==> config.mk <==
export PLATFORM = sky130hd
export DESIGN_NAME = cvc_ram
export DESIGN_NICKNAME = d
export VERILOG_FILES = /design/src/design/cvc_ram.sv
export SDC_FILE = /design/constraint.sdc
export NUM_CORES = 1
export LEC_CHECK = 0
export ABC_AREA = 1
export BUFFER_PORTS_ARGS = -buffer_cell sky130_fd_sc_hd__buf_2
export CAP_MARGIN = 20
export CORE_ASPECT_RATIO = 1.4
export CORE_MARGIN = 4
export CORE_UTILIZATION = 55
export CTS_CLUSTER_DIAMETER = 50
export DETAILED_ROUTE_END_ITERATION = 12
export GPL_TIMING_DRIVEN = 0
export PLACE_DENSITY = 0.75
export REMOVE_ABC_BUFFERS = 1
export SETUP_SLACK_MARGIN = 0.2
export SLEW_MARGIN = 20
export SYNTH_ARGS = -nofsm -noshare
export SYNTH_HDL_FRONTEND = slang
export SYNTH_SLANG_ARGS = --single-unit
==> constraint.sdc <==
create_clock -name i_clk -period 0.95 [get_ports i_clk]
set_input_delay 0.0475 -clock i_clk [delete_from_list [all_inputs] [get_ports i_clk]]
set_output_delay 0.0475 -clock i_clk [all_outputs]
set_load 0.005 [all_outputs]
==> src/design/cvc_ram.sv <==
// Generic simple dual-port RAM, one write port, one registered read port.
// No dependencies.
module cvc_ram #(
    parameter int WIDTH = 8,
    parameter int DEPTH = 16
) (
    input  logic                                     i_clk,
    input  logic                                     i_we,
    input  logic [(DEPTH > 1 ? $clog2(DEPTH) : 1)-1:0] i_waddr,
    input  logic [WIDTH-1:0]                         i_wdata,
    input  logic [(DEPTH > 1 ? $clog2(DEPTH) : 1)-1:0] i_raddr,
    output logic [WIDTH-1:0]                         o_rdata
);
    logic [WIDTH-1:0] r_mem [DEPTH];

    always_ff @(posedge i_clk) begin
        if (i_we) begin
            r_mem[i_waddr] <= i_wdata;
        end
        o_rdata <= r_mem[i_raddr];
    end
endmodule

==> results of run 1 <==
worst reg2reg max path, delay by kind of cell (launching register included):
kind                   cells  cell delay, ns
buffers and inverters      1            0.07
flip-flops                 1            0.37
AND/OR/NAND/NOR            5            0.45
cell families (layout without fill, tap and decap cells):
family	after synthesis	in the layout	synth area share
flops	136	136	0.694
buf+inv	126	166	0.0952
simple gates	289	289	0.210
path summary, 6_finish.rpt:
path           startpoint     endpoint  cells after the start
max           r_mem[4][6]   o_rdata[6]                      6
min            i_wdata[2]  r_mem[7][2]                      1
max reg2reg   r_mem[4][6]   o_rdata[6]                      6
min reg2reg  r_mem[10][3]   o_rdata[3]                      6
flip-flops by register name, indices dropped and copies added (netlist names):
register and cells:
r_mem 128, o_rdata 8
synth_stat cells:
cell type	n
buf_1	1
buf_2	13
buf_4	4
buf_6	6
dfxtp_1	8
edfxtp_1	128
inv_1	100
inv_2	2
nand2_1	173
nand3_1	97
nand3b_1	2
nor2_1	17
power groups by stage:
stage	Clock [mW]	Sequential, mW	Combinational [mW]
global placement	0	6.86	0.720
floorplan	0	6.87	0.362
CTS	6.03	6.75	0.882
global route	6.32	6.76	1.03
detailed placement	0	6.87	0.753
finish	6.06	6.75	0.956
per-layer routing:
metal	up-vias	global-route usage	wire, µm
li1	1829	-	-
met1	1861	0.233	4410
met2	188	0.377	6820
met3	30	0.0447	912
met4	0	0.105	369
met5	-	0	0
final cells by class:
type                    count  area, µm²
flip-flops and latches    136       4010
fillers                   682       3350
multi-input cells         289       1590
clock buffers              23        488
inverters                 102        397
repair buffers             32        226
well taps                 138        173
clock inverters             9       72.6
per-stage QoR:
stage | TNS (ns) | hold WS [ns] | total power [mW] | util | area (µm²)
floorplan | -4.21 | 0.146 | 7.23 | - | 5600
global placement | -62.21 | 0.387 | 7.58 | 0.573 | 5900
detailed placement | -67.68 | 0.393 | 7.62 | 0.573 | 5900
CTS | -0.0453 | -0.0318 | 13.7 | 0.662 | 6820
global route | -0.625 | 0.0464 | 14.1 | 0.675 | 6950
finish | -0.306 | 0.0470 | 13.8 | 0.675 | 6950
what timing repair did:
item	CTS	global route
hold endpoints to repair	5	3
setup endpoints to repair	144	144
setup buffers	2	3
pin swaps	28	20
hold buffers	1	1
resized for setup	78	25
==> results.toml, run 1 <==
[yosys]
avgSynthCellArea_um2 = 10.5
netlist_area_mm2 = 0.00577
synth_seq_area_share = 0.694
ys_top_cells_by_area = "edfxtp_1 67%, nand2_1 11%, nand3_1 8.4%"
ys_types = 12
synth.top_cell.area_share = 0.667
synth_top_area_cell = "edfxtp_1"
syn_inst = 551
ys_ff_latch = 136
ys_warn_count = 0

[floorplan]
die_width_um = 94.5
start_util = 0.560
fp.coreArea_mm2 = 0.0103
ios = 26
fp.dieH_um = 129
dieArea_mm2 = 0.0122
rows = 44

[sta]
maxSlewViolCount = 0
period_share = 1.05
rsz0062_at_grt = "true"
worst_slack_ns = -0.0475
skew_ns = 0.00569
worstMarginPinSlew_ns = 0.502
fin_crit_ns = 0.997
fmax_mhz = 1000
hold_viol = 0
maxSlewHeadroom = 0.666
setup_viol = 8

[global_routing]
first_global_vias = 3728
grt_usage = 0.210
grt_pass1_wl_um = 18300
grt_overflow = 0
antenna_found_initial = 0
grt_max_degree = 66

[outcome]
violations = "negative setup slack"
status = "finished, violations left"

[critical_path]
crit_arrival_ns = 1.30
cp-end-kind = "flop"
worstSetupStartpointType = "flop"
reg2reg_slack_ns = -0.05
crit_top_cell = "nand3_2"
crit_chain = "inv_1 > nand2_1 > nand3_2 > nand3_2 > nand3_2 > nand2_2"
cp.required_ns = 1.26
cpMaxStageDelayCell = "edfxtp_1"
max_stage_delay_ns = 0.37
crit_fanout = 1
cpLargestDelayFamily = "simple AND/OR/NAND/NOR gates"
path_buf_inv = 1
worstSetupPathType = "reg -> reg"

[pwr]
p_sw_mw = 2.93
comb_power_share = 0.069
seq_power_share = 0.490
leakage_nw = 2.93
power_density_mw_per_mm2 = 1980
swShare = 0.213
irDropWorstVdd_v = 0.00117
internal_power_mw = 10.8
pwr-share-clk = 0.440

[hold_path]
hold_path.class = "in -> reg"

[finish]
finalNonFillerCells = 729
final_common_cell = "nand2_1"
area_delta_synth_final_pct = 20.5
n_antenna_cell = 0
final_cell_mix = "164 x nand2_1, 128 x edfxtp_1, 96 x inv_1"
drive_gt1_frac = 0.234
nNetsFinal = 596

[place]
placedCellCount = 690
post-place-ws_ns = -1.63
place.detailed.hpwl_um = 7020
numPortBuffers = 25
gp_congestion = 0.821

[clocking]
clockRootBuffer = "clkbuf_16"
cts_tree = "built"
clk_latency_ns = 0.41
clk_transition_reported_paths_ns = 0.06
cts_sinks = 136
cts_buffer_depth = 2
h-tree-depth = 4
cts_buffers = 17

[route]
routedWlPerCell_um = 17.2
via_count = 3908
drtAntennaViolNets = 0
drc = 0
totalWireLength_um = 12500
drt_iter0_markers = 414
avgViaCountPerCell = 5.36
drt_pass1_iterations = 6

[flow_run]
maxCapViolCount = 0
Note: power is estimated with default switching activity, not from simulation.
==> inputs of run 2 (changes only) <==
Settings changed: CORE_UTILIZATION 55 to 30, PLACE_DENSITY 0.75 to default, REMOVE_ABC_BUFFERS 1 to default.
==> run 2 against run 1 <==
The flow still finishes with violations (negative setup slack). Final cell count rose by 17%. Clock skew fell by 0.00080 ns. Clock power rose by 12%. Power rose by 5.8%. Register-to-register slack improved by 0.02 ns. Wire length rose by 14%. Largest cell class unchanged.
==> results.toml, run 2 (synthesis gave the netlist of run 1 again) <==
[floorplan]
dieArea_mm2 = 0.0215
fp.coreArea_mm2 = 0.0188
start_util = 0.308
rows = 59
die_width_um = 125
ios = 26
fp.dieH_um = 172

[pwr]
p_sw_mw = 3.16
irDropWorstVdd_v = 0.000867
power_density_mw_per_mm2 = 2010
internal_power_mw = 11.4
leakage_nw = 3.02
total_power_mw = 14.6
comb_power_share = 0.071
pwr-share-clk = 0.466
swShare = 0.217
seq_power_share = 0.463

[route]
drt_iter0_markers = 240
drtAntennaViolNets = 0
drt_pass1_iterations = 5
drc = 0
avgViaCountPerCell = 4.48
via_count = 3835
totalWireLength_um = 14200
routedWlPerCell_um = 16.6

[critical_path]
crit_arrival_ns = 1.28
max_stage_delay_ns = 0.37
crit_chain = "nand2_1 > nand2_1 > nand2_1 > nand3_1 > nand3_2 > nand2_2"
path_buf_inv = 0
crit_top_cell = "nand2_1"
cpMaxStageDelayCell = "edfxtp_1"
crit_fanout = 1
worstSetupPathType = "reg -> reg"
cp.required_ns = 1.25
worstSetupStartpointType = "flop"
cp-end-kind = "flop"
cpLargestDelayFamily = "simple AND/OR/NAND/NOR gates"

[global_routing]
grt_usage = 0.135
antenna_found_initial = 0
first_global_vias = 3862
grt_overflow = 0
grt_pass1_wl_um = 21600
grt_max_degree = 17

[sta]
period_share = 1.03
worst_slack_ns = -0.0324
rsz0062_at_grt = "true"
fmax_mhz = 1020
setup_viol = 3
worstMarginPinSlew_ns = 0.529
maxSlewHeadroom = 0.647
skew_ns = 0.00489
tns_ns = -0.0383
hold_viol = 0
fin_crit_ns = 0.982
maxSlewViolCount = 0

[finish]
seq_area_mm2 = 0.00401
multi_input_area_mm2 = 0.00153
area_delta_synth_final_pct = 25.8
top_register = "r_mem"
final_common_cell = "nand2_1"
nNetsFinal = 617
final_area_mm2 = 0.00726
drive_gt1_frac = 0.234
final_cell_mix = "159 x nand2_1, 128 x edfxtp_1, 98 x inv_1"
fill_cells = 1798
n_antenna_cell = 0
largestRegisters = "r_mem: 128 flops, o_rdata: 8 flops"
largest_register_ffs = 128
finalNonFillerCells = 856

[place]
placed_cell_area_mm2 = 0.00630
placedCellCount = 817
place.detailed.hpwl_um = 9550
post-place-ws_ns = -0.474
numPortBuffers = 22
gp_congestion = 0.810

[clocking]
cts_buffer_depth = 2
cts_tree = "built"
clk_latency_ns = 0.42
h-tree-depth = 4
cts_sinks = 136
cts_hold_buf = 0
clockRootBuffer = "clkbuf_16"
clk_transition_reported_paths_ns = 0.06
cts_buffers = 17

[outcome]
violations = "negative setup slack"
status = "finished, violations left"

[hold_path]
hold_path.class = "in -> reg"

[yosys]
syn_nets = 569

[flow_run]
maxCapViolCount = 0
-- run 2: changes by cell type in the layout (fill, tap and decap cells not counted), moves of 4 or more --
cell,delta
nand3_2,-26
nand3_1,+22
buf_2,+11
buf_6,+7
clkinv_2,-5
nand2_1,-5
buf_12,+4
clkbuf_8,-4
nand2_2,+4
nand3_4,+4
-- run 2: final cells by class --
class,count,area share
Sequential cell,136,0.553
Multi-Input combinational cell,289,0.211
Clock buffer,18,0.0591
Inverter,102,0.0528
Tap cell,244,0.0421
Timing Repair Buffer,29,0.0345
Clock inverter,14,0.0250
Buffer,24,0.0229
-- run 2: metrics by stage --
step	util	hold WS, ns
after floorplan	-	0.146
after detailed placement	0.336	0.427
after CTS	0.378	0.0383
final	0.387	0.0459
after global placement	0.336	0.426
after global routing	0.387	0.0509
-- run 2: power groups by stage --
stage | clock network [mW] | logic, mW | registers [mW]
4_1_cts | 6.83 | 0.959 | 6.74
5_1_grt | 7.09 | 1.13 | 6.76
6_report | 6.78 | 1.03 | 6.75
3_3_place_gp | 0 | 0.896 | 6.86
2_1_floorplan | 0 | 0.509 | 6.87
3_5_place_dp | 0 | 0.909 | 6.87
-- run 2: timing repair --
action | CTS | global route
endpoints found under the hold margin | 0 | 0
setup endpoints to repair | 80 | 41
buffers inserted | 6 | 1
resized for setup | 17 | 38
pin swaps | 14 | 20
-- run 2: layer usage --
metal / vias up / GRT usage / part of all wire
li1: 1878 / - / -
met1: 1786 / 0.147 / 0.40
met2: 131 / 0.241 / 0.50
met3: 40 / 0.0306 / 0.049
met4: 0 / 0.0788 / 0.054
met5: - / 0 / 0
-- run 2: path summary, 6_finish.rpt --
path           startpoint          end  slack (ns)  depth (start not counted)
max reg2reg   r_mem[2][0]   o_rdata[0]       -0.03                          6
min reg2reg  r_mem[13][4]   o_rdata[4]        0.69                          6
min            i_wdata[2]  r_mem[6][2]        0.05                          1
max           r_mem[2][0]   o_rdata[0]       -0.03                          6
==> inputs of run 3 (changes only) <==
Settings changed: RECOVER_POWER from default to 100, SKIP_CTS_REPAIR_TIMING from default to 1.
==> run 3 against run 2 <==
The flow still finishes with violations (negative setup slack). Via count rose by 0.18%. Critical path depth unchanged. Sequential power barely moved. Wire length fell by 0.79%. Clock-buffer cell count is the same. Core utilization shrank 0.78 points. Worst hold slack gained 0.069 ns.
==> results.toml, run 3 (synthesis gave the netlist of run 1 again) <==
[floorplan]
start_util = 0.308
fp.coreArea_mm2 = 0.0188
die_width_um = 125
dieArea_mm2 = 0.0215
ios = 26
rows = 59
fp.dieH_um = 172

[sta]
fmax_mhz = 1050
whs_ns = 0.115
maxSlewViolCount = 0
period_share = 1.01
fin_crit_ns = 0.957
maxSlewHeadroom = 0.364
worst_slack_ns = -0.00672
hold_viol = 0
setup_viol = 3
worstMarginPinSlew_ns = 0.954
skew_ns = 0.00652
rsz0062_at_grt = "true"

[finish]
nNetsFinal = 611
seq_area_mm2 = 0.00400
multi_input_area_mm2 = 0.00150
area_delta_synth_final_pct = 23.3
fill_cells = 1842
final_area_mm2 = 0.00711
finalNonFillerCells = 850
final_cell_mix = "158 x nand2_1, 128 x edfxtp_1, 96 x inv_1"
top_register = "r_mem"
final_common_cell = "nand2_1"
largestRegisters = "r_mem: 128 flops, o_rdata: 8 flops"
largest_register_ffs = 128
drive_gt1_frac = 0.216
n_antenna_cell = 0

[critical_path]
crit_end = "o_rdata[7]"
rr_worst_depth = 6
crit_top_cell = "nand2_1"
crit_fanout = 1
max_stage_delay_ns = 0.37
cp-end-kind = "flop"
crit_chain = "nand2_1 > nand2_1 > nand2_1 > nand3_1 > nand3_2 > nand2_2"
cp.required_ns = 1.25
path_buf_inv = 0
worstSetupPathType = "reg -> reg"
startpoint = "r_mem[10][7]"
reg2reg_to = "o_rdata[7]"
crit_arrival_ns = 1.26
timing.rr.start = "r_mem[10][7]"
worstSetupStartpointType = "flop"
cpLargestDelayFamily = "simple AND/OR/NAND/NOR gates"
reg2reg_slack_ns = -0.007
cp.depth = 6
cpMaxStageDelayCell = "edfxtp_1"

[outcome]
status = "finished, violations left"
violations = "negative setup slack"

[route]
drt_pass1_iterations = 5
drtAntennaViolNets = 0
drt_iter0_markers = 253
drc = 0
avgViaCountPerCell = 4.52
via_count = 3842
totalWireLength_um = 14100
routedWlPerCell_um = 16.6

[place]
gp_congestion = 0.810
placedCellCount = 817
numPortBuffers = 22
place.detailed.hpwl_um = 9550
placed_cell_area_mm2 = 0.00630

[yosys]
syn_nets = 569

[global_routing]
first_global_vias = 3796
grt_overflow = 0
grt_pass1_wl_um = 21400
grt_max_degree = 17
antenna_found_initial = 0
grt_usage = 0.134

[clocking]
h-tree-depth = 4
cts_buffers = 17
clk_transition_reported_paths_ns = 0.06
cts_buffer_depth = 2
clockRootBuffer = "clkbuf_16"
cts_tree = "built"
cts_sinks = 136
clk_latency_ns = 0.42

[hold_path]
hold_path.class = "in -> reg"

[pwr]
power_density_mw_per_mm2 = 2050
leakage_nw = 2.94
irDropWorstVdd_v = 0.000850

[flow_run]
maxCapViolCount = 0
-- run 3: cell count changes in the layout (fill, tap and decap cells not counted), moves of 2 or more --
| cell | change |
|---|---|
| dfxtp_2 | -4 |
| buf_12 | -5 |
| nand2_2 | +2 |
| inv_2 | +2 |
| buf_4 | -2 |
| nor2_4 | -17 |
| clkbuf_1 | +14 |
| inv_1 | -2 |
| nand3_1 | -10 |
| dfxtp_1 | +4 |
| nor2_2 | +16 |
| nand3_2 | +9 |
| buf_2 | -16 |
-- run 3: area by class of cell --
cell class	instances	share of cell area
multi-input cells	289	0.211
clock buffers	18	0.0604
plain buffers	24	0.0234
well taps	244	0.0429
repair buffers	23	0.0199
inverters	102	0.0539
flip-flops and latches	136	0.563
clock inverters	14	0.0255
-- run 3: worst min path at each step --
stage	start	to	slack, ns	cells after the start
global placement	o_rdata[7]	o_rdata[7]	0.43	1
CTS	i_wdata[6]	r_mem[15][6]	0.04	1
global route	i_raddr[2]	o_rdata[1]	0.11	4
floorplan	i_wdata[0]	r_mem[0][0]	0.15	0
detailed placement	o_rdata[7]	o_rdata[7]	0.43	1
finish	i_raddr[2]	o_rdata[3]	0.12	4
-- run 3: power by group --
| group | switching, mW | leakage (nW) | total (mW) | internal [mW] |
|---|---|---|---|---|
| sequential | 0.0385 | 1.22 | 6.75 | 6.71 |
| clock | 2.43 | 0.288 | 6.78 | 4.35 |
| combinational | 0.683 | 1.43 | 1.00 | 0.321 |
-- run 3: layer usage --
layer	GRT usage	vias up	part of all wire	routed length, µm
met4	0.0778	0	0.051	725
li1	-	1864	-	-
met1	0.147	1804	0.40	5620
met3	0.0315	32	0.051	716
met5	0	-	0	0
met2	0.237	142	0.50	7050
-- run 3: per-stage QoR --
step / power (mW) / utilization / TNS, ns / worst slack [ns]
final: 14.5 / 0.379 / -0.0103 / -0.00672
after floorplan: 7.38 / - / 0 / 0.0289
after global placement: 7.76 / 0.336 / -31.44 / -0.452
after detailed placement: 7.77 / 0.336 / -33.53 / -0.474
after global routing: 15.0 / 0.379 / -0.966 / -0.0917
after CTS: 14.5 / 0.368 / -0.885 / -0.115
-- run 3: worst reg2reg max path: stages (launching register included) --
cell and delay (ns):
edfxtp_1 0.37, nand2_1 0.08, nand2_1 0.07, nand2_1 0.07
nand3_1 0.10, nand3_2 0.10, nand2_2 0.06
