$ cat src/design/cvc_div.sv
// Restoring unsigned divider, one quotient bit per cycle.
// Depends on nothing; used by the convolution top level for normalize mode.
module cvc_div #(
    parameter int DVD_W = 32,
    parameter int DVS_W = 16
) (
    input  logic             i_clk,
    input  logic             i_rst_n,
    input  logic             i_start,
    input  logic [DVD_W-1:0] i_dividend,
    input  logic [DVS_W-1:0] i_divisor,
    output logic             o_done,
    output logic [DVD_W-1:0] o_quotient
);
    localparam int CNT_W = $clog2(DVD_W + 1);

    logic             r_busy, n_busy;
    logic             r_done, n_done;
    logic [CNT_W-1:0] r_cnt, n_cnt;
    logic [DVD_W-1:0] r_dvd, n_dvd;
    logic [DVS_W-1:0] r_rem, n_rem;
    logic [DVS_W-1:0] r_dvs, n_dvs;
    logic [DVS_W:0]   w_shift;
    logic [DVS_W:0]   w_diff;

    always_comb begin
        n_busy  = r_busy;
        n_done  = 1'b0;
        n_cnt   = r_cnt;
        n_dvd   = r_dvd;
        n_rem   = r_rem;
        n_dvs   = r_dvs;
        w_shift = {r_rem, r_dvd[DVD_W-1]};
        w_diff  = w_shift - {1'b0, r_dvs};
        if (i_start) begin
            n_busy = 1'b1;
            n_cnt  = '0;
            n_dvd  = i_dividend;
            n_rem  = '0;
            n_dvs  = i_divisor;
        end else if (r_busy) begin
            // quotient bits shift in at the bottom as dividend bits leave the top
            if (!w_diff[DVS_W]) begin
                n_rem = w_diff[DVS_W-1:0];
                n_dvd = {r_dvd[DVD_W-2:0], 1'b1};
            end else begin
                n_rem = w_shift[DVS_W-1:0];
                n_dvd = {r_dvd[DVD_W-2:0], 1'b0};
            end
            n_cnt = r_cnt + 1'b1;
            if (r_cnt == CNT_W'(DVD_W - 1)) begin
                n_busy = 1'b0;
                n_done = 1'b1;
            end
        end
    end

    always_ff @(posedge i_clk) begin
        if (!i_rst_n) begin
            r_busy <= 1'b0;
            r_done <= 1'b0;
        end else begin
            r_busy <= n_busy;
            r_done <= n_done;
        end
    end

    always_ff @(posedge i_clk) begin
        r_cnt <= n_cnt;
        r_dvd <= n_dvd;
        r_rem <= n_rem;
        r_dvs <= n_dvs;
    end

    assign o_done     = r_done;
    assign o_quotient = r_dvd;
endmodule
$ cat config.mk
export PLATFORM = sky130hd
export DESIGN_NAME = cvc_div
export DESIGN_NICKNAME = d
export VERILOG_FILES = /design/src/design/cvc_div.sv
export SDC_FILE = /design/constraint.sdc
export NUM_CORES = 1
export LEC_CHECK = 0
export BUFFER_PORTS_ARGS = -buffer_cell sky130_fd_sc_hd__buf_2
export CAP_MARGIN = 10
export CORE_MARGIN = 2
export CORE_UTILIZATION = 60
export CTS_BUF_LIST = sky130_fd_sc_hd__clkbuf_8
export CTS_CLUSTER_DIAMETER = 40
export DETAILED_ROUTE_END_ITERATION = 6
export PLACE_DENSITY_LB_ADDON = 0.08
export SLEW_MARGIN = 30
export SYNTH_ARGS = -nofsm -noshare
export SYNTH_HDL_FRONTEND = slang
export SYNTH_SLANG_ARGS = --single-unit
$ cat constraint.sdc
create_clock -name i_clk -period 5.7 [get_ports i_clk]
set_clock_uncertainty 0.15 [all_clocks]
set_input_delay 1.14 -clock i_clk [delete_from_list [all_inputs] [get_ports i_clk]]
set_output_delay 1.14 -clock i_clk [all_outputs]
set_load 0.05 [all_outputs]
==> results of run 1 <==
[worst max path at each step]
| stage | to | start | slack (ns) |
|---|---|---|---|
| 4_1_cts | r_rem[6] | o_quotient[31] | 2.34 |
| 3_5_place_dp | r_rem[6] | o_quotient[31] | 2.39 |
| 6_report | r_rem[5] | o_quotient[31] | 2.59 |
| 2_1_floorplan | o_quotient[0] | o_quotient[31] | 2.72 |
| 5_1_grt | r_rem[5] | o_quotient[31] | 2.34 |
| 3_3_place_gp | r_rem[1] | o_quotient[31] | 2.52 |
[metrics by stage]
stage	setup slack, ns	std cells
floorplan	2.72	326
global placement	2.52	473
detailed placement	2.39	473
CTS	2.34	489
global route	2.34	489
finish	2.59	489
[worst reg2reg max path, stage by stage, from the launching register on]
cell and delay, ns:
edfxtp_1 0.37, inv_1 0.05, ha_1 0.22, fa_1 0.39, nand2b_1 0.18, a21oi_1 0.18
o21ai_0 0.16, o221ai_2 0.27, xnor2_2 0.33, or3_1 0.47, a311oi_1 0.25
[cell type report]
class | count | area, µm²
inverters | 21 | 78.8
flip-flops and latches | 72 | 1920
well taps | 75 | 93.8
multi-input cells | 218 | 1590
repair buffers | 87 | 445
clock inverters | 6 | 66.3
clock buffers | 10 | 138
fillers | 421 | 1550
[power by group]
part / internal [mW] / leakage [nW] / total (mW) / switching [mW]
Clock: 0.216 / 0.103 / 0.425 / 0.209
Sequential: 0.607 / 0.675 / 0.630 / 0.0229
Combinational: 0.102 / 1.07 / 0.301 / 0.199
Total: 0.925 / 1.85 / 1.36 / 0.431
[registers in the layout, summed over array words and instances, names as in the netlist]
name        cells
o_quotient     32
r_dvs          16
r_rem          16
r_cnt           6
o_done          1
r_busy          1
[cells in the final DEF, fill, tap and decap left out, drive strengths merged, types with 3 or more instances in the layout]
| cell type | synthesis | final |
|---|---|---|
| buf | 8 | 87 |
| edfxtp | 48 | 48 |
| mux2 | 31 | 31 |
| nand2 | 31 | 31 |
| dfxtp | 24 | 24 |
| inv | 21 | 23 |
| nor2 | 22 | 22 |
| a21oi | 20 | 20 |
| ha | 17 | 17 |
| nand3 | 11 | 11 |
| clkbuf | 7 | 10 |
| o21ai | 8 | 8 |
| xnor2 | 7 | 7 |
| xor2 | 7 | 7 |
| o21a | 6 | 6 |
| nand2b | 5 | 5 |
| a311oi | 5 | 5 |
| a32oi | 4 | 4 |
| nor3 | 4 | 4 |
| nand4 | 4 | 4 |
| o2111ai | 3 | 3 |
| o31ai | 3 | 3 |
| nor4 | 3 | 3 |
| nor2b | 3 | 3 |
[cell families after synthesis]
| logic type | Yosys count |
|---|---|
| compound gates | 66 |
| xor+xnor | 14 |
| simple gates | 88 |
| flops | 72 |
| fa+ha+maj | 18 |
| buf+inv | 36 |
| mux | 32 |
[layer usage]
metal	vias to the layer above	global-route usage
li1	1362	-
met1	1317	0.314
met2	96	0.384
met3	10	0.0769
met4	0	0.0900
met5	-	0
==> impl_metrics.json, run 1 <==
{
  "outcome": "finished, final reports clean",
  "dp_hpwl_um": 5130,
  "layout-drive-gt1-share": 0.338,
  "yosys-top-cells-area": "edfxtp_1, dfxtp_1, mux2_2",
  "whs_endpoint": "o_done",
  "seq_area_frac_synth": 0.528,
  "cp-start-kind": "flop",
  "synth_top_family_by_area": "compound AO/OA/AOI/OAI gates",
  "yosys.area.top_type": "edfxtp_1",
  "worstReg2RegEnd": "r_rem[5]",
  "final_area_mm2": 0.00434,
  "cts.sinks": 72,
  "grt_pass1_vias": 2592,
  "wl_per_cell_um": 15.5,
  "clk_latency_ns": 0.36,
  "gr-total-overflow": 0,
  "vdd_drop_max_uv": 236,
  "wl_met3_um": 510,
  "io_buffer_count": 83,
  "worstPathCellList": "inv_1, ha_1, fa_1, nand2b_1, a21oi_1, o21ai_0, o221ai_2, xnor2_2, or3_1, a311oi_1",
  "critPathTopFamily": "compound AO/OA/AOI/OAI gates",
  "total_leakage_power_nw": 1.85,
  "dr_wl_met2_um": 3530,
  "wirelength_um": 7600,
  "die_area_mm2": 0.00671,
  "finalSetupViolCount": 0,
  "critPathCaptureType": "flop",
  "grt_first_pass_wirelength_um": 12100,
  "core_mm2": 0.00589,
  "powerDensity_mw_per_mm2": 313,
  "first_pass_iters": 4,
  "fin_hold_ws_ns": 0.327,
  "tightest_slew_ns": 0.954,
  "root_buffer": "clkbuf_8",
  "hold_path.class": "flop to flop",
  "avgSynthCellArea_um2": 11.2,
  "grt_use_total": 0.243,
  "synthMostInstantiatedCell": "edfxtp_1",
  "cp_slowest_cell": "or3_1",
  "cts_max_level": 3,
  "yosys-top-cells-count": "edfxtp_1, mux2_2, nand2_1",
  "ant_nets": 0,
  "final_util": 0.737,
  "post-route-min-period_ns": 3.11,
  "critical_path_class": "flop to flop",
  "drcViolationCount": 0,
  "r2r_cells": 10,
  "crit_buf_inv": 1,
  "vias": 2785,
  "yosysUniqueCellTypes": 45,
  "start_util": 0.619,
  "rsz0062_at_grt": "no",
  "r2r_start": "o_quotient[31]",
  "num_io_pins": 84,
  "syn-num-nets": 395,
  "hold_depth": 1,
  "slew_violations": 0,
  "yosysWarningCount": 0,
  "rrSetupSlack_ns": 2.59,
  "viasPerCell": 5.70,
  "synth_adder_area_share": 0.0639,
  "cpPeakStageDelay_ns": 0.46,
  "clk_path_buf_depth": 2,
  "cts_tree": "done",
  "cp_num_cells": 10,
  "synthXorXnorAreaFrac": 0.0337,
  "synth-simple-area-share": 0.111,
  "drt-initial-drc-count": 146,
  "crit_path_max_fanout": 20,
  "synth_compound_area_frac": 0.126,
  "synth_top_area_share": 0.396,
  "numCtsBuffers": 9,
  "row_count": 28,
  "met1_length_um": 3450,
  "synth_cells": 326,
  "slew_headroom": 0.361,
  "postCtsSetupBuffers": 0,
  "ys_ff_latch": 72,
  "area_growth_pct": 19.1,
  "fp.dieH_um": 81.9,
  "fp.dieW_um": 81.9,
  "clock.fmax_ghz": 0.321,
  "synth_edf_count": 48,
  "grt_max_degree": 40,
  "dpl-instance-area_mm2": 0.00412,
  "antenna_found_initial": 0,
  "synthesis.area_mm2": 0.00364,
  "min-delay-start": "r_cnt[5]",
  "routabilityCongestion": 0.852,
  "num_antenna_cells": 0,
  "tns_ns": 0,
  "top_layer": "met4",
  "worstPathRequired_ns": 5.82,
  "cp.arrival_ns": 3.24,
  "clk_pin_slew_ns": 0.09,
  "cts_hold_buf": 0,
  "fin_crit_sh": 0.546,
  "async_flop_share": 0,
  "synthMuxAreaShare": 0.0986,
  "hold_viol": 0,
  "synth_top_flop_cell": "edfxtp_1",
  "drv_cap": 0,
  "cts_resized": 0,
  "nets": 478,
  "finalPower_mw": 1.36
}
Note: power is estimated with default switching activity, not from simulation.
==> run 2, diff against run 1 <==
--- a/config.mk
+++ b/config.mk
@@ -8,7 +8,7 @@
 export BUFFER_PORTS_ARGS = -buffer_cell sky130_fd_sc_hd__buf_2
 export CAP_MARGIN = 10
 export CORE_MARGIN = 2
-export CORE_UTILIZATION = 60
+export CORE_UTILIZATION = 56
 export CTS_BUF_LIST = sky130_fd_sc_hd__clkbuf_8
 export CTS_CLUSTER_DIAMETER = 40
 export DETAILED_ROUTE_END_ITERATION = 6
==> constraint.sdc (replaced) <==
create_clock -name i_clk -period 2.95 [get_ports i_clk]
set_clock_uncertainty 0.15 [all_clocks]
set_input_delay 0.59 -clock i_clk [delete_from_list [all_inputs] [get_ports i_clk]]
set_output_delay 0.59 -clock i_clk [all_outputs]
set_load 0.05 [all_outputs]
==> impl_metrics.json, run 2 (synthesis gave the netlist of run 1 again) <==
{
  "cts_tree": "done",
  "vias": 2743,
  "slew_headroom": 0.658,
  "total_leakage_power_nw": 1.89,
  "slew_violations": 0,
  "cp_slowest_cell": "fa_1",
  "cpPeakStageDelay_ns": 0.40,
  "critPathCaptureType": "flop",
  "drcViolationCount": 0,
  "drt-initial-drc-count": 163,
  "vdd_drop_max_uv": 438,
  "fillers": 494,
  "worstPathCellList": "inv_1, ha_1, fa_1, nand2b_4, a21oi_2, o21ai_1, o221ai_2, xnor2_1, or3_1, a311oi_1",
  "wirelength_um": 7040,
  "final_area_mm2": 0.00438,
  "numCtsBuffers": 9,
  "root_buffer": "clkbuf_8",
  "cts_resized": 0,
  "postCtsSetupBuffers": 0,
  "grt_pass1_vias": 2578,
  "routabilityCongestion": 0.836,
  "cp-start-kind": "flop",
  "cp.arrival_ns": 2.77,
  "core_mm2": 0.00631,
  "mostFrequentLayoutCells": "buf_2, edfxtp_1, mux2_2, nand2_1, dfxtp_1",
  "grt_util_met2": 0.307,
  "nets": 485,
  "worstPathRequired_ns": 3.05,
  "hold_viol": 0,
  "tightest_slew_ns": 0.513,
  "post-route-min-period_ns": 2.67,
  "gr-total-overflow": 0,
  "wl_per_cell_um": 14.1,
  "drv_cap": 0,
  "finalSetupViolCount": 0,
  "ant_nets": 0,
  "area_growth_pct": 20.3,
  "gr-usage-met3": 0.0718,
  "critical_path_class": "flop to flop",
  "cts.sinks": 72,
  "clk_path_buf_depth": 2,
  "viasPerCell": 5.51,
  "multi_input_area_mm2": 0.00159,
  "use_met1": 0.288,
  "cts_hold_buf": 0,
  "largest_reg_flops": 32,
  "num_antenna_cells": 0,
  "grt_use_total": 0.205,
  "rsz0062_at_grt": "no",
  "crit_path_max_fanout": 3,
  "fin_crit_sh": 0.906,
  "seqCellArea_mm2": 0.00192,
  "cts_max_level": 3,
  "dpl-instance-area_mm2": 0.00420,
  "grt-busiest-layer": "met2",
  "powerDensity_mw_per_mm2": 582,
  "outcome": "finished, final reports clean",
  "grt_max_degree": 63,
  "tns_ns": 0,
  "clk_latency_ns": 0.34,
  "io_buffer_count": 83,
  "die_area_mm2": 0.00716,
  "dp_hpwl_um": 5060,
  "row_count": 29,
  "antenna_found_initial": 0,
  "clk_pin_slew_ns": 0.07,
  "clock.fmax_ghz": 0.374,
  "first_pass_iters": 4,
  "crit_buf_inv": 1,
  "grt_first_pass_wirelength_um": 11800,
  "critPathTopFamily": "compound AO/OA/AOI/OAI gates",
  "hold_path.class": "input port to flop",
  "num_io_pins": 84,
  "layout-drive-gt1-share": 0.340,
  "fp.dieW_um": 84.6,
  "fp.dieH_um": 84.6,
  "layout_commonest_cell": "buf_2",
  "start_util": 0.577
}
[run 2: layout make-up]
type / instances / area share
Sequential cell: 72 / 0.439
Multi-Input combinational cell: 218 / 0.362
Timing Repair Buffer: 94 / 0.117
Clock buffer: 9 / 0.0283
Tap cell: 77 / 0.0220
Inverter: 21 / 0.0180
Clock inverter: 7 / 0.0143
[run 2: power by group]
part | internal, mW | switching (mW)
combinational | 0.210 | 0.379
clock | 0.383 | 0.360
sequential | 1.17 | 0.0454
total | 1.77 | 0.785
[run 2: worst paths after layout]
kind,from,slack (ns),depth (start not counted),endpoint
min reg2reg,r_cnt[5],0.31,1,o_done
max reg2reg,o_quotient[31],0.28,10,r_rem[5]
min,i_divisor[13],0.27,1,r_dvs[13]
max,o_quotient[31],0.28,10,r_rem[5]
[run 2: routing by layer]
metal,vias up,share of wire
li1,1384,-
met1,1267,0.47
met2,85,0.44
met3,7,0.074
met4,0,0.0099
met5,-,0
[run 2: metrics by stage]
step	utilization	hold WS, ns	setup WS [ns]	power, mW	cells
after floorplan	-	0.279	0.0356	1.68	326
after global placement	0.664	0.304	0.366	1.82	482
after detailed placement	0.664	0.306	0.274	1.83	482
after CTS	0.694	0.256	0.258	2.58	498
after global routing	0.694	0.252	0.0404	2.68	498
final	0.694	0.273	0.278	2.55	498
==> run 3, diff against run 2 <==
--- a/config.mk
+++ b/config.mk
@@ -12,7 +12,7 @@
 export CTS_BUF_LIST = sky130_fd_sc_hd__clkbuf_8
 export CTS_CLUSTER_DIAMETER = 40
 export DETAILED_ROUTE_END_ITERATION = 6
-export PLACE_DENSITY_LB_ADDON = 0.08
+export PLACE_DENSITY_LB_ADDON = 0.12
 export SLEW_MARGIN = 30
 export SYNTH_ARGS = -nofsm -noshare
 export SYNTH_HDL_FRONTEND = slang
==> constraint.sdc (replaced) <==
create_clock -name i_clk -period 2.95 [get_ports i_clk]
set_clock_uncertainty 0.15 [all_clocks]
set_input_delay 0.59 -clock i_clk [delete_from_list [all_inputs] [get_ports i_clk]]
set_output_delay 0.59 -clock i_clk [all_outputs]
set_load 0.005 [all_outputs]
==> impl_metrics.json, run 3 (synthesis gave the netlist of run 1 again) <==
{
  "dp_slack_ns": 0.218,
  "clock.fmax_ghz": 0.367,
  "row_count": 29,
  "layout_commonest_cell": "buf_2",
  "start_util": 0.577,
  "grt_first_pass_wirelength_um": 12200,
  "outcome": "finished, final reports clean",
  "viasPerCell": 5.59,
  "fillers": 522,
  "worstPathRequired_ns": 3.05,
  "critical_path_class": "flop to flop",
  "wl_per_cell_um": 14.6,
  "ant_nets": 0,
  "hold_viol": 0,
  "drcViolationCount": 0,
  "cts_tree": "done",
  "grt_pass1_vias": 2716,
  "cp.arrival_ns": 2.82,
  "cts_max_level": 3,
  "drv_cap": 0,
  "numCtsBuffers": 9,
  "tightest_slew_ns": 0.598,
  "vias": 2791,
  "hold_depth": 1,
  "r2r_start": "o_quotient[31]",
  "gr-total-overflow": 0,
  "num_antenna_cells": 0,
  "routabilityCongestion": 0.835,
  "mostFrequentLayoutCells": "buf_2, edfxtp_1, mux2_2, nand2_1, dfxtp_1",
  "cts.sinks": 72,
  "num_io_pins": 84,
  "powerDensity_mw_per_mm2": 554,
  "cp-start-kind": "flop",
  "wirelength_um": 7280,
  "worstSetupStartpoint": "o_quotient[31]",
  "total_leakage_power_nw": 1.90,
  "hold_path.class": "input port to flop",
  "io_buffer_count": 83,
  "fp.dieW_um": 84.6,
  "antenna_found_initial": 0,
  "root_buffer": "clkbuf_8",
  "clk_path_buf_depth": 2,
  "post-route-min-period_ns": 2.73,
  "rsz0062_at_grt": "no",
  "worst_slack_ns": 0.225,
  "clk_latency_ns": 0.35,
  "layout-drive-gt1-share": 0.348,
  "grt_use_total": 0.215,
  "slew_violations": 0,
  "finalSetupViolCount": 0,
  "dp_hpwl_um": 5160,
  "tns_ns": 0,
  "grt_max_degree": 50,
  "area_growth_pct": 20.9,
  "clk_pin_slew_ns": 0.09,
  "cts_hold_buf": 0,
  "largest_reg_flops": 32,
  "die_area_mm2": 0.00716,
  "first_pass_iters": 4,
  "critPathCaptureType": "flop",
  "min-delay-start": "i_divisor[11]",
  "slew_headroom": 0.602,
  "r2r_cells": 12,
  "nets": 486,
  "drt-initial-drc-count": 192,
  "fin_crit_sh": 0.924,
  "core_mm2": 0.00631,
  "vdd_drop_max_uv": 497,
  "crit_path_max_fanout": 4,
  "fp.dieH_um": 84.6
}
[run 3: changes by cell type in the layout (fill, tap and decap cells not counted)]
| cell | delta |
|---|---|
| xor2_2 | +1 |
| clkinvlp_4 | -1 |
| clkinv_1 | -1 |
| clkinv_2 | +1 |
| inv_6 | +1 |
| clkinv_4 | +1 |
| xor2_1 | -1 |
| inv_1 | -1 |
| buf_2 | +1 |
[run 3: cell type report]
| cell class | instances | area [µm²] | share of cell area |
|---|---|---|---|
| repair buffers | 95 | 515 | 0.117 |
| clock buffers | 9 | 124 | 0.0281 |
| inverters | 21 | 78.8 | 0.0179 |
| well taps | 77 | 96.3 | 0.0219 |
| clock inverters | 7 | 70.1 | 0.0159 |
| multi-input cells | 218 | 1600 | 0.362 |
| flip-flops and latches | 72 | 1920 | 0.437 |
[run 3: power breakdown]
part	switching (mW)	total (mW)	internal, mW
Clock	0.391	0.783	0.392
Sequential	0.0457	1.22	1.17
Combinational	0.226	0.435	0.209
[run 3: worst max-delay path, stage by stage, from the launching register on]
cell,delay [ns]
edfxtp_1,0.37
inv_1,0.05
ha_1,0.21
fa_1,0.38
nand2b_4,0.16
a21oi_2,0.14
o21ai_1,0.12
o221ai_2,0.27
xor2_2,0.14
buf_4,0.15
buf_4,0.14
o211a_1,0.10
nor4_1,0.25
[run 3: path summary, 6_finish.rpt]
kind	end	slack, ns
worst max-delay path	r_rem[12]	0.22
worst min register to register	o_done	0.32
worst min-delay path	r_dvs[11]	0.26
worst max register to register	r_rem[12]	0.22
[run 3: stage by stage]
step	area [µm²]	utilization	power, mW	hold slack, ns	std cells
floorplan	3640	-	1.51	0.279	326
detailed placement	4180	0.662	1.67	0.309	481
finish	4400	0.697	2.44	0.260	499
global placement	4180	0.662	1.66	0.296	481
global route	4400	0.697	2.56	0.241	499
CTS	4370	0.692	2.45	0.245	497
[run 3: timing repair]
item,CTS,global route
resized for setup,0,5
setup endpoints to repair,0,7
setup buffers,0,1
[run 3: layer usage]
metal	global-route usage	part of all wire	vias to the layer above
li1	-	-	1382
met1	0.282	0.45	1296
met2	0.334	0.47	101
met3	0.0787	0.067	12
met4	0.0693	0.015	0
met5	0	0	-
